### config.mk
export PLATFORM = sky130hd
export DESIGN_NAME = round_robin_thread_scheduler_top
export DESIGN_NICKNAME = d
export VERILOG_FILES = /design/src/rtl/core/rrts_pkg.sv /design/src/rtl/core/rrts_dp.sv /design/src/rtl/core/rrts_ctrl.sv /design/src/rtl/core/round_robin_thread_scheduler_top.sv
export SDC_FILE = /design/constraint.sdc
export NUM_CORES = 1
export LEC_CHECK = 0
export ABC_CLOCK_PERIOD_IN_PS = 5700
export BUFFER_PORTS_ARGS = -buffer_cell sky130_fd_sc_hd__buf_2
export CORE_ASPECT_RATIO = 1.1
export CORE_MARGIN = 1
export CORE_UTILIZATION = 65
export DETAILED_ROUTE_END_ITERATION = 10
export MAX_ROUTING_LAYER = met4
export PLACE_DENSITY = 0.82
export REMOVE_ABC_BUFFERS = 1
export SYNTH_ARGS = -nofsm -noshare
export SYNTH_HDL_FRONTEND = slang
export SYNTH_SLANG_ARGS = --single-unit
### constraint.sdc
create_clock -name clk_i -period 5.7 [get_ports clk_i]
set_input_delay 0.855 -clock clk_i [delete_from_list [all_inputs] [get_ports clk_i]]
set_output_delay 0.855 -clock clk_i [all_outputs]
set_load 0.01 [all_outputs]
### src/rtl/core/rrts_pkg.sv
// ----------------------------------------------------------------------------
// rrts_pkg
// Shared types and codes of the round-robin thread scheduler: event codes,
// thread states, result codes, controller states and the command/status
// structs between controller and datapath.
// ----------------------------------------------------------------------------
package rrts_pkg;

  typedef enum logic [1:0] {
    CMD_TICK   = 2'd0,
    CMD_CREATE = 2'd1,
    CMD_JOIN   = 2'd2,
    CMD_EXIT   = 2'd3
  } cmd_e;

  typedef enum logic [1:0] {
    ST_UNUSED = 2'd0,
    ST_RUN    = 2'd1,
    ST_SLEEP  = 2'd2,
    ST_DONE   = 2'd3
  } tstat_e;

  typedef enum logic [1:0] {
    RC_OK      = 2'd0,
    RC_FULL    = 2'd1,
    RC_NO_JOIN = 2'd2,
    RC_IDLE    = 2'd3
  } rcode_e;

  typedef enum logic [2:0] {
    S_IDLE,
    S_CUR,
    S_JOIN_TGT,
    S_WAKE_RD,
    S_WAKE_CHK,
    S_SCAN_RD,
    S_SCAN_CHK,
    S_DONE
  } state_e;

  typedef enum logic [1:0] {
    RD_CUR,
    RD_TGT,
    RD_IDX
  } rd_sel_e;

  typedef enum logic [1:0] {
    WR_CREATE,
    WR_SLEEP,
    WR_DONE,
    WR_WAKE
  } wr_sel_e;

  localparam int unsigned IdW   = 6;   // id width on the ports
  localparam int unsigned CmpW  = 16;  // common width for id compares

  // controller -> datapath
  typedef struct packed {
    logic    accept;     // latch event, remember old current thread
    logic    rd_en;
    rd_sel_e rd_sel;
    logic    wr_en;
    wr_sel_e wr_sel;
    logic    count_inc;  // create: bump thread count, record new id
    logic    code_wr;
    rcode_e  code;
    logic    wake_init;
    logic    wake_next;
    logic    scan_init;
    logic    scan_next;
    logic    scan_take;
    logic    out_load;
  } dp_cmd_t;

  // datapath -> controller
  typedef struct packed {
    cmd_e cmd;
    logic rd_run;      // entry just read is runnable
    logic table_full;
    logic tgt_ok;      // join target below thread count
    logic wake_hit;    // entry just read sleeps on current thread
    logic wake_last;
    logic scan_last;
    logic out_ready;
  } dp_stat_t;

endpackage

### src/rtl/core/rrts_dp.sv
// ----------------------------------------------------------------------------
// rrts_dp
// Scheduler datapath: thread table memory (status and wait target), current
// thread, thread count, sweep/scan index and the output register.
// ----------------------------------------------------------------------------
module rrts_dp #(
  parameter int unsigned MAX_THREADS = 64
) (
  input  logic               clk_i,
  input  logic               rst_ni,
  input  rrts_pkg::dp_cmd_t  cmd_i,
  output rrts_pkg::dp_stat_t stat_o,
  input  logic [1:0]         ev_cmd_i,
  input  logic [5:0]         ev_target_i,
  output logic               out_valid_o,
  input  logic               out_stall_i,
  output logic [5:0]         running_thread_o,
  output logic [5:0]         new_thread_o,
  output logic               switched_o,
  output logic [1:0]         result_code_o
);
  import rrts_pkg::*;

  localparam int unsigned IW = $clog2(MAX_THREADS);
  localparam int unsigned CW = $clog2(MAX_THREADS + 1);
  localparam int unsigned MW = 2 + IdW;

  // thread table, no reset; entries at or above the count are never read
  logic [MW-1:0] mem_q [MAX_THREADS];
  logic [MW-1:0] rdata_q;
  logic          rd0_q;
  logic          e0_wr_q;   // entry 0 written since reset

  logic [IW-1:0] cur_q, old_q, idx_q;
  logic [CW-1:0] count_q, count_d, k_q;
  cmd_e          cmd_q;
  logic [IdW-1:0] target_q;
  logic [IW-1:0] newid_q;
  rcode_e        code_q;

  logic          out_valid_q;
  logic [5:0]    out_run_q, out_new_q;
  logic          out_sw_q;
  logic [1:0]    out_code_q;

  logic [IW-1:0] rd_addr, wr_addr;
  logic [MW-1:0] wr_data;
  tstat_e        rd_stat;
  logic [IdW-1:0] rd_wait;
  logic [IW-1:0] cur_nxt, idx_nxt;

  always_comb begin
    unique case (cmd_i.rd_sel)
      RD_CUR:  rd_addr = cur_q;
      RD_TGT:  rd_addr = IW'(target_q);
      default: rd_addr = idx_q;
    endcase
  end

  always_comb begin
    unique case (cmd_i.wr_sel)
      WR_CREATE: begin
        wr_addr = count_q[IW-1:0];
        wr_data = {ST_RUN, {IdW{1'b0}}};
      end
      WR_SLEEP: begin
        wr_addr = cur_q;
        wr_data = {ST_SLEEP, target_q};
      end
      WR_DONE: begin
        wr_addr = cur_q;
        wr_data = {ST_DONE, {IdW{1'b0}}};
      end
      default: begin
        wr_addr = idx_q;
        wr_data = {ST_RUN, {IdW{1'b0}}};
      end
    endcase
  end

  always_ff @(posedge clk_i) begin
    if (cmd_i.wr_en) begin
      mem_q[wr_addr] <= wr_data;
    end
    if (cmd_i.rd_en) begin
      rdata_q <= mem_q[rd_addr];
      rd0_q   <= (rd_addr == '0);
    end
  end

  // thread 0 reads as runnable until its entry is first written
  always_comb begin
    rd_stat = tstat_e'(rdata_q[MW-1 -: 2]);
    if (rd0_q && !e0_wr_q) begin
      rd_stat = ST_RUN;
    end
    rd_wait = rdata_q[IdW-1:0];
  end

  assign count_d = cmd_i.count_inc ? count_q + CW'(1) : count_q;
  // cyclic successor, wrapping at the (possibly just grown) thread count
  assign cur_nxt = ((CW'(cur_q) + CW'(1)) == count_d) ? '0 : cur_q + IW'(1);
  assign idx_nxt = ((CW'(idx_q) + CW'(1)) == count_q) ? '0 : idx_q + IW'(1);

  always_ff @(posedge clk_i or negedge rst_ni) begin
    if (!rst_ni) begin
      cur_q       <= '0;
      count_q     <= CW'(1);
      e0_wr_q     <= 1'b0;
      out_valid_q <= 1'b0;
    end else begin
      count_q <= count_d;
      if (cmd_i.wr_en && wr_addr == '0) begin
        e0_wr_q <= 1'b1;
      end
      if (cmd_i.scan_take) begin
        cur_q <= idx_q;
      end
      if (cmd_i.out_load) begin
        out_valid_q <= 1'b1;
      end else if (!out_stall_i) begin
        out_valid_q <= 1'b0;
      end
    end
  end

  always_ff @(posedge clk_i) begin
    if (cmd_i.accept) begin
      cmd_q    <= cmd_e'(ev_cmd_i);
      target_q <= ev_target_i;
      old_q    <= cur_q;
      newid_q  <= '0;
      code_q   <= RC_OK;
    end
    if (cmd_i.count_inc) begin
      newid_q <= count_q[IW-1:0];
    end
    if (cmd_i.code_wr) begin
      code_q <= cmd_i.code;
    end
    if (cmd_i.wake_init) begin
      idx_q <= '0;
    end else if (cmd_i.wake_next) begin
      idx_q <= idx_q + IW'(1);
    end else if (cmd_i.scan_init) begin
      idx_q <= cur_nxt;
      k_q   <= CW'(1);
    end else if (cmd_i.scan_next) begin
      idx_q <= idx_nxt;
      k_q   <= k_q + CW'(1);
    end
    if (cmd_i.out_load) begin
      out_run_q  <= IdW'(cur_q);
      out_new_q  <= IdW'(newid_q);
      out_sw_q   <= (cur_q != old_q);
      out_code_q <= code_q;
    end
  end

  always_comb begin
    stat_o.cmd        = cmd_q;
    stat_o.rd_run     = (rd_stat == ST_RUN);
    stat_o.table_full = (count_q == CW'(MAX_THREADS));
    stat_o.tgt_ok     = (CmpW'(target_q) < CmpW'(count_q));
    stat_o.wake_hit   = (rd_stat == ST_SLEEP) && (CmpW'(rd_wait) == CmpW'(cur_q));
    stat_o.wake_last  = ((CW'(idx_q) + CW'(1)) == count_q);
    stat_o.scan_last  = (k_q == count_q);
    stat_o.out_ready  = !out_valid_q || !out_stall_i;
  end

  assign out_valid_o      = out_valid_q;
  assign running_thread_o = out_run_q;
  assign new_thread_o     = out_new_q;
  assign switched_o       = out_sw_q;
  assign result_code_o    = out_code_q;

endmodule

### src/rtl/core/rrts_ctrl.sv
// ----------------------------------------------------------------------------
// rrts_ctrl
// Scheduler controller: sequences table reads and writes for one event,
// the wake sweep on exit and the cyclic runnable search.
// ----------------------------------------------------------------------------
module rrts_ctrl (
  input  logic               clk_i,
  input  logic               rst_ni,
  input  logic               in_valid_i,
  output logic               in_stall_o,
  input  rrts_pkg::dp_stat_t stat_i,
  output rrts_pkg::dp_cmd_t  cmd_o
);
  import rrts_pkg::*;

  state_e state_q, state_d;

  always_ff @(posedge clk_i or negedge rst_ni) begin
    if (!rst_ni) begin
      state_q <= S_IDLE;
    end else begin
      state_q <= state_d;
    end
  end

  always_comb begin
    state_d = state_q;
    unique case (state_q)
      S_IDLE: begin
        if (in_valid_i) state_d = S_CUR;
      end
      S_CUR: begin
        unique case (stat_i.cmd)
          CMD_CREATE: state_d = stat_i.table_full ? S_DONE : S_SCAN_RD;
          CMD_JOIN:   state_d = (stat_i.rd_run && stat_i.tgt_ok) ? S_JOIN_TGT : S_DONE;
          CMD_EXIT:   state_d = stat_i.rd_run ? S_WAKE_RD : S_SCAN_RD;
          default:    state_d = S_SCAN_RD;
        endcase
      end
      S_JOIN_TGT: state_d = stat_i.rd_run ? S_SCAN_RD : S_DONE;
      S_WAKE_RD:  state_d = S_WAKE_CHK;
      S_WAKE_CHK: state_d = stat_i.wake_last ? S_SCAN_RD : S_WAKE_RD;
      S_SCAN_RD:  state_d = S_SCAN_CHK;
      S_SCAN_CHK: begin
        if (stat_i.rd_run || stat_i.scan_last) state_d = S_DONE;
        else state_d = S_SCAN_RD;
      end
      S_DONE: begin
        if (stat_i.out_ready) state_d = S_IDLE;
      end
      default: state_d = S_IDLE;
    endcase
  end

  always_comb begin
    cmd_o        = '0;
    cmd_o.rd_sel = RD_CUR;
    cmd_o.wr_sel = WR_CREATE;
    cmd_o.code   = RC_OK;
    in_stall_o   = 1'b1;
    unique case (state_q)
      S_IDLE: begin
        in_stall_o   = 1'b0;
        cmd_o.accept = in_valid_i;
        cmd_o.rd_en  = in_valid_i;
      end
      S_CUR: begin
        unique case (stat_i.cmd)
          CMD_CREATE: begin
            if (stat_i.table_full) begin
              cmd_o.code_wr = 1'b1;
              cmd_o.code    = RC_FULL;
            end else begin
              cmd_o.wr_en     = 1'b1;
              cmd_o.wr_sel    = WR_CREATE;
              cmd_o.count_inc = 1'b1;
              cmd_o.scan_init = 1'b1;
            end
          end
          CMD_JOIN: begin
            if (stat_i.rd_run && stat_i.tgt_ok) begin
              cmd_o.rd_en  = 1'b1;
              cmd_o.rd_sel = RD_TGT;
            end else begin
              cmd_o.code_wr = 1'b1;
              cmd_o.code    = RC_NO_JOIN;
            end
          end
          CMD_EXIT: begin
            if (stat_i.rd_run) begin
              cmd_o.wr_en     = 1'b1;
              cmd_o.wr_sel    = WR_DONE;
              cmd_o.wake_init = 1'b1;
            end else begin
              cmd_o.scan_init = 1'b1;
            end
          end
          default: cmd_o.scan_init = 1'b1;
        endcase
      end
      S_JOIN_TGT: begin
        if (stat_i.rd_run) begin
          cmd_o.wr_en     = 1'b1;
          cmd_o.wr_sel    = WR_SLEEP;
          cmd_o.scan_init = 1'b1;
        end else begin
          cmd_o.code_wr = 1'b1;
          cmd_o.code    = RC_NO_JOIN;
        end
      end
      S_WAKE_RD, S_SCAN_RD: begin
        cmd_o.rd_en  = 1'b1;
        cmd_o.rd_sel = RD_IDX;
      end
      S_WAKE_CHK: begin
        cmd_o.wr_en  = stat_i.wake_hit;
        cmd_o.wr_sel = WR_WAKE;
        if (stat_i.wake_last) cmd_o.scan_init = 1'b1;
        else cmd_o.wake_next = 1'b1;
      end
      S_SCAN_CHK: begin
        if (stat_i.rd_run) begin
          cmd_o.scan_take = 1'b1;
        end else if (stat_i.scan_last) begin
          cmd_o.code_wr = 1'b1;
          cmd_o.code    = RC_IDLE;
        end else begin
          cmd_o.scan_next = 1'b1;
        end
      end
      S_DONE: cmd_o.out_load = stat_i.out_ready;
      default: ;
    endcase
  end

endmodule

### src/rtl/core/round_robin_thread_scheduler_top.sv
// ----------------------------------------------------------------------------
// round_robin_thread_scheduler_top
// Round-robin hardware thread scheduler with create, join and exit.
// ----------------------------------------------------------------------------
// Input channel (in_valid_i/in_stall_o) carries one event per transaction:
// cmd_i and target_thread_i. Output channel (out_valid_o/out_stall_i)
// carries one result per event: running_thread_o, new_thread_o, switched_o
// and result_code_o.
// One event is processed at a time; in_stall_o is high from acceptance until
// the result is loaded into the output register. The thread table is a
// single-port memory read one entry per access, so latency is set by the
// runnable search and the exit wake sweep. Each event reads the current
// thread's entry, a valid join also its target. An exit of a runnable thread
// sweeps every entry below the thread count to wake its waiters. Unless
// the event fails, the search then reads ids cyclically from the one
// after the current thread, for at most the thread count. The output
// register lets a new event be accepted while the previous result waits.
// A stalled receiver holds the result; the next result then waits in the
// controller until the output register frees. After reset, thread 0 is
// runnable and current and the thread count is 1; no clearing pass is
// needed, so events are accepted in the first cycle after reset.
// ----------------------------------------------------------------------------
module round_robin_thread_scheduler_top #(
  parameter int unsigned MAX_THREADS = 64
) (
  input  logic       clk_i,
  input  logic       rst_ni,
  input  logic       in_valid_i,
  output logic       in_stall_o,
  input  logic [1:0] cmd_i,
  input  logic [5:0] target_thread_i,
  output logic       out_valid_o,
  input  logic       out_stall_i,
  output logic [5:0] running_thread_o,
  output logic [5:0] new_thread_o,
  output logic       switched_o,
  output logic [1:0] result_code_o
);
  import rrts_pkg::*;

  dp_cmd_t  dp_cmd;
  dp_stat_t dp_stat;

  rrts_ctrl u_ctrl (
    .clk_i      (clk_i),
    .rst_ni     (rst_ni),
    .in_valid_i (in_valid_i),
    .in_stall_o (in_stall_o),
    .stat_i     (dp_stat),
    .cmd_o      (dp_cmd)
  );

  rrts_dp #(
    .MAX_THREADS (MAX_THREADS)
  ) u_dp (
    .clk_i            (clk_i),
    .rst_ni           (rst_ni),
    .cmd_i            (dp_cmd),
    .stat_o           (dp_stat),
    .ev_cmd_i         (cmd_i),
    .ev_target_i      (target_thread_i),
    .out_valid_o      (out_valid_o),
    .out_stall_i      (out_stall_i),
    .running_thread_o (running_thread_o),
    .new_thread_o     (new_thread_o),
    .switched_o       (switched_o),
    .result_code_o    (result_code_o)
  );

endmodule

==> report_table.html <==
<table>
<tr><th>Metric</th><th>Value</th></tr>
<tr><th colspan="2">Clock network</th></tr>
<tr><td>Clock tree from TritonCTS</td><td>built</td></tr>
<tr><td>Post-cts resize count</td><td>0</td></tr>
<tr><td>Post-CTS setup buffer count</td><td>0</td></tr>
<tr><td>Number of buffers inserted for hold repair after clock tree synthesis</td><td>0</td></tr>
<tr><td>H-tree Lvls</td><td>2</td></tr>
<tr><td>CTS root buffer</td><td>sky130_fd_sc_hd__clkbuf_16</td></tr>
<tr><td>CTS sink cnt</td><td>589</td></tr>
<tr><td>Clock transition time at the flip-flop clock pins of the worst setup and hold paths</td><td>60 ps</td></tr>
<tr><td>Number of CTS-inserted buffers</td><td>56</td></tr>
<tr><td>Maximum buffer depth of the clock tree</td><td>3</td></tr>
<tr><td>Clock latency reported for the late side of the worst-skew pair</td><td>640 ps</td></tr>
<tr><th colspan="2">Pwr</th></tr>
<tr><td>Part of the total power dissipated in the clock network</td><td>44.2%</td></tr>
<tr><td>Proportion of power drawn by combinational gates</td><td>0.1%</td></tr>
<tr><td>Proportion of power drawn by flip-flops and latches</td><td>55.7%</td></tr>
<tr><td>Largest voltage drop on the vdd net</td><td>0.3076 mV</td></tr>
<tr><td>Net Switching</td><td>0.001622 W</td></tr>
<tr><td>Internal Pwr Total</td><td>0.006764 W</td></tr>
<tr><td>Pleak</td><td>8.802 nW</td></tr>
<tr><td>Power Dens Cells</td><td>308.1 nW/um^2</td></tr>
<tr><td>Proportion of total power due to net switching</td><td>19.35%</td></tr>
<tr><td>Total chip power</td><td>0.008387 W</td></tr>
<tr><th colspan="2">Global routing</th></tr>
<tr><td>Overall track demand over capacity in global routing</td><td>35.10%</td></tr>
<tr><td>Residual overflow from global routing</td><td>0</td></tr>
<tr><td>First-pass GRT wire length</td><td>97,960 um</td></tr>
<tr><td>Pin count of the biggest net entering global routing</td><td>104</td></tr>
<tr><td>Vias in the first global route</td><td>15,956</td></tr>
<tr><td>Antenna violations before repair</td><td>2</td></tr>
<tr><th colspan="2">Timing</th></tr>
<tr><td>Share of the cycle needed by the critical path after routing</td><td>88.69%</td></tr>
<tr><td>Count of final max-slew check failures</td><td>0</td></tr>
<tr><td>Setup repair after global routing missed its margin</td><td>false</td></tr>
<tr><td>Final hold vios</td><td>0</td></tr>
<tr><td>Setup slack of the critical path after layout</td><td>644.9 ps</td></tr>
<tr><td>Worst slew slack as a fraction of its limit</td><td>10.21%</td></tr>
<tr><td>Worst-case hold slack</td><td>194.8 ps</td></tr>
<tr><td>Time the final worst path needs with I/O delays and setup</td><td>5055 ps</td></tr>
<tr><td>Maximum clock skew at final layout</td><td>29.26 ps</td></tr>
<tr><td>Maximum clock frequency</td><td>197.8 MHz</td></tr>
<tr><td>Worst Max-Slew Pin Slew</td><td>1347 ps</td></tr>
<tr><td>Endpoints failing setup</td><td>0</td></tr>
<tr><th colspan="2">Floorplan</th></tr>
<tr><td>Chip Height</td><td>207.1 um</td></tr>
<tr><td>Die Outline Area</td><td>39,020 sq um</td></tr>
<tr><td>I/O pins</td><td>29</td></tr>
<tr><td>Initial Utilization</td><td>66.44%</td></tr>
<tr><td>Core region area</td><td>37,410 sq um</td></tr>
<tr><td>Site row count</td><td>74</td></tr>
<tr><td>Chip width</td><td>188.4 um</td></tr>
<tr><th colspan="2">Flow run</th></tr>
<tr><td>Max_cap viols</td><td>0</td></tr>
<tr><th colspan="2">Routing</th></tr>
<tr><td>DR pass1 iterations</td><td>6</td></tr>
<tr><td>Detail-routed net length per standard cell</td><td>27.21 um</td></tr>
<tr><td>Overall via count from detail_route</td><td>16,472</td></tr>
<tr><td>Via-to-Cell Ratio</td><td>6.832</td></tr>
<tr><td>Iter 0 DRT Violations</td><td>2,468</td></tr>
<tr><td>DRC Markers</td><td>0</td></tr>
<tr><td>Final Routed Wirelength</td><td>65,610 um</td></tr>
<tr><td>Number of nets still failing antenna checks after routing</td><td>0</td></tr>
<tr><th colspan="2">Synthesis</th></tr>
<tr><td>EDFF count, synth</td><td>565</td></tr>
<tr><td>Most instantiated cells after synthesis</td><td>565 x sky130_fd_sc_hd__edfxtp_1, 343 x sky130_fd_sc_hd__nand2_1, 149 x sky130_fd_sc_hd__nor2_1</td></tr>
<tr><td>Instance count of the mapped netlist</td><td>1,855</td></tr>
<tr><td>Async set-or-reset flop fraction in the synthesized netlist</td><td>3.056%</td></tr>
<tr><td>Share of the synthesized area in the top cell type</td><td>68.27%</td></tr>
<tr><td>Number of different library cells in the post-synthesis netlist</td><td>68</td></tr>
<tr><td>Top cells by area, synth</td><td>sky130_fd_sc_hd__edfxtp_1 68%, sky130_fd_sc_hd__nand2_1 5.2%, sky130_fd_sc_hd__mux2i_1 2.9%</td></tr>
<tr><td>Largest area contributor in the netlist</td><td>sky130_fd_sc_hd__edfxtp_1</td></tr>
<tr><td>Count of warnings emitted by yosys</td><td>0</td></tr>
<tr><td>Post-Synthesis Mean Instance Area</td><td>13.40 sq um</td></tr>
<tr><td>Most common cell in the netlist</td><td>sky130_fd_sc_hd__edfxtp_1</td></tr>
<tr><td>Predominant post-synthesis flop cell</td><td>sky130_fd_sc_hd__edfxtp_1</td></tr>
<tr><td>Sequential element share of the synthesized area</td><td>70.57%</td></tr>
<tr><td>Netlist area before placement</td><td>24,850 sq um</td></tr>
<tr><td>Register bit count reported by yosys</td><td>589</td></tr>
<tr><th colspan="2">Placement</th></tr>
<tr><td>PortBufs</td><td>28</td></tr>
<tr><td>Detailed placer's ending HPWL</td><td>39,530 um</td></tr>
<tr><td>Placed standard-cell area</td><td>25,410 sq um</td></tr>
<tr><td>Pre-CTS setup slack</td><td>972.0 ps</td></tr>
<tr><td>Global placement routability congestion</td><td>1.004</td></tr>
<tr><td>Placed insts</td><td>2,306</td></tr>
<tr><th colspan="2">Worst setup path</th></tr>
<tr><td>Worst path top cell family by delay</td><td>compound AO/OA/AOI/OAI gates</td></tr>
<tr><td>Worst path required time</td><td>6070 ps</td></tr>
<tr><td>Sequence of cells on the critical path</td><td>inv_1, ha_1, a211o_1, a31oi_1, o22ai_1, or3_1, and3_4, nor2_1, buf_4, a32oi_1, a31oi_1, o21ai_0, a32o_1</td></tr>
<tr><td>Class of the most critical setup path</td><td>reg -&gt; reg</td></tr>
<tr><td>CP max stage delay</td><td>780 ps</td></tr>
<tr><td>Largest fanout on the critical path</td><td>61</td></tr>
<tr><td>Data arrival time of the critical path</td><td>5420 ps</td></tr>
<tr><td>CP most frequent cell</td><td>sky130_fd_sc_hd__a31oi_1</td></tr>
<tr><td>Kind of start point of the critical path</td><td>register</td></tr>
<tr><td>Crit path max-delay cell type</td><td>sky130_fd_sc_hd__nor2_1</td></tr>
<tr><td>CP endpoint kind</td><td>register</td></tr>
<tr><td>Count of buffering cells on the critical path with inverters included</td><td>2</td></tr>
<tr><th colspan="2">Run status</th></tr>
<tr><td>Run status</td><td>complete, no violations</td></tr>
<tr><th colspan="2">Final layout</th></tr>
<tr><td>Design Area, Final</td><td>27,220 sq um</td></tr>
<tr><td>Fraction of final layout cells with drive strength greater than 1</td><td>9.765%</td></tr>
<tr><td>Number of nets at the end of the flow</td><td>1,899</td></tr>
<tr><td>Layout-stage area growth over the synthesis result</td><td>9.546%</td></tr>
<tr><td>Number of cells in the finished layout apart from fillers</td><td>2,411</td></tr>
<tr><th colspan="2">Worst hold path</th></tr>
<tr><td>Tightest Hold Check Type</td><td>in -&gt; async</td></tr>
</table>
[stage by stage]
stage,setup TNS (ps),utilization [%]
global placement,0,67.92
detailed placement,0,67.92
CTS,0,72.77
floorplan,-47680,-
global route,0,72.78
finish,0,72.78
[layout by cell type, fill, tap and decap left out, drive strengths merged, types with 7 or more instances in the layout]
cell / instances
and3: 7
a32oi: 19
nor4: 10
xnor2: 32
o2111ai: 8
buf: 61
mux4: 10
mux2: 10
clkinv: 23
nor2: 149
nand3: 110
mux2i: 71
a22oi: 39
a21oi: 64
nor3: 11
nand2: 343
nand4: 33
ha: 17
and2: 14
clkbuf: 68
o211ai: 11
inv: 25
a221oi: 14
dfrtp: 17
a31oi: 39
o21ai: 43
edfxtp: 565
a211oi: 10
xor2: 22
[power by group through the flow]
stage / registers (W) / logic [W] / clock network (W)
final: 0.00467 / 0.00000710 / 0.00371
after floorplan: 0.00476 / 0.0000000138 / 0
after global routing: 0.00467 / 0.00000803 / 0.00386
after CTS: 0.00467 / 0.00000731 / 0.00371
after detailed placement: 0.00476 / 0.00000687 / 0
after global placement: 0.00476 / 0.00000682 / 0
[final cells by class]
type	count	area, sq um
fill	2247	10180
clock inverter	35	367.9
clock buffer	68	1446
sequential	589	17540
timing repair buffer	61	475.5
tap	494	618.1
inverter	22	82.58
multi-input combinational	1140	6691
antenna	2	5.005
[worst register-to-register path, cell delays in order, from the launching register on]
cell                      delay (ps)
sky130_fd_sc_hd__dfrtp_1         500
sky130_fd_sc_hd__inv_1           130
sky130_fd_sc_hd__ha_1            310
sky130_fd_sc_hd__a211o_1         300
sky130_fd_sc_hd__a31oi_1         190
sky130_fd_sc_hd__o22ai_1         250
sky130_fd_sc_hd__or3_1           420
sky130_fd_sc_hd__and3_4          420
sky130_fd_sc_hd__nor2_1          800
sky130_fd_sc_hd__buf_4           330
sky130_fd_sc_hd__a32oi_1         170
sky130_fd_sc_hd__a31oi_1         520
sky130_fd_sc_hd__o21ai_0         210
sky130_fd_sc_hd__a32o_1          260
[state kept, by name, indices dropped and copies added, names as in the netlist]
register / cells
u_dp.result_code_o: 2
u_dp.idx_q: 6
u_dp.rdata_q: 8
u_dp.code_q: 2
u_dp.rd0_q: 1
u_dp.count_q: 7
u_dp.mem_q: 512
u_dp.cmd_q: 2
u_dp.newid_q: 6
u_dp.k_q: 7
u_dp.cur_q: 6
u_dp.out_valid_o: 1
u_dp.e0_wr_q: 1
u_dp.old_q: 6
u_dp.running_thread_o: 6
u_dp.switched_o: 1
u_ctrl.state_q: 3
u_dp.target_q: 6
u_dp.new_thread_o: 6
[worst paths after layout]
path	startpoint	endpoint	slack [ps]	depth (start not counted)
max	u_dp.count_q[2]	u_dp.rdata_q[4]	640	13
min	rst_ni	u_dp.cur_q[5]	190	1
max reg2reg	u_dp.count_q[2]	u_dp.rdata_q[4]	640	13
min reg2reg	u_dp.code_q[0]	u_dp.result_code_o[0]	420	0
max in group asynchronous	rst_ni	u_dp.count_q[0]	5150	1
min in group clk_i	target_thread_i[4]	u_dp.target_q[4]	420	1
[per-layer routing]
layer | up-vias | track usage (%) | routed length [um]
met1 | 7849 | 43.48 | 22410
met3 | 294 | 8.912 | 8355
met4 | 0 | 19.61 | 4071
li1 | 6994 | - | -
met5 | - | - | 0
met2 | 1335 | 53.06 | 30770
[logic make-up after synthesis]
family | share of synthesized area, %
buf+inv | 2.739
simple gates | 12.08
compound gates | 7.637
fa+ha+maj | 0.8558
flops | 70.57
xor+xnor | 1.903
mux | 4.219
Power figures use the tool's default switching activity.
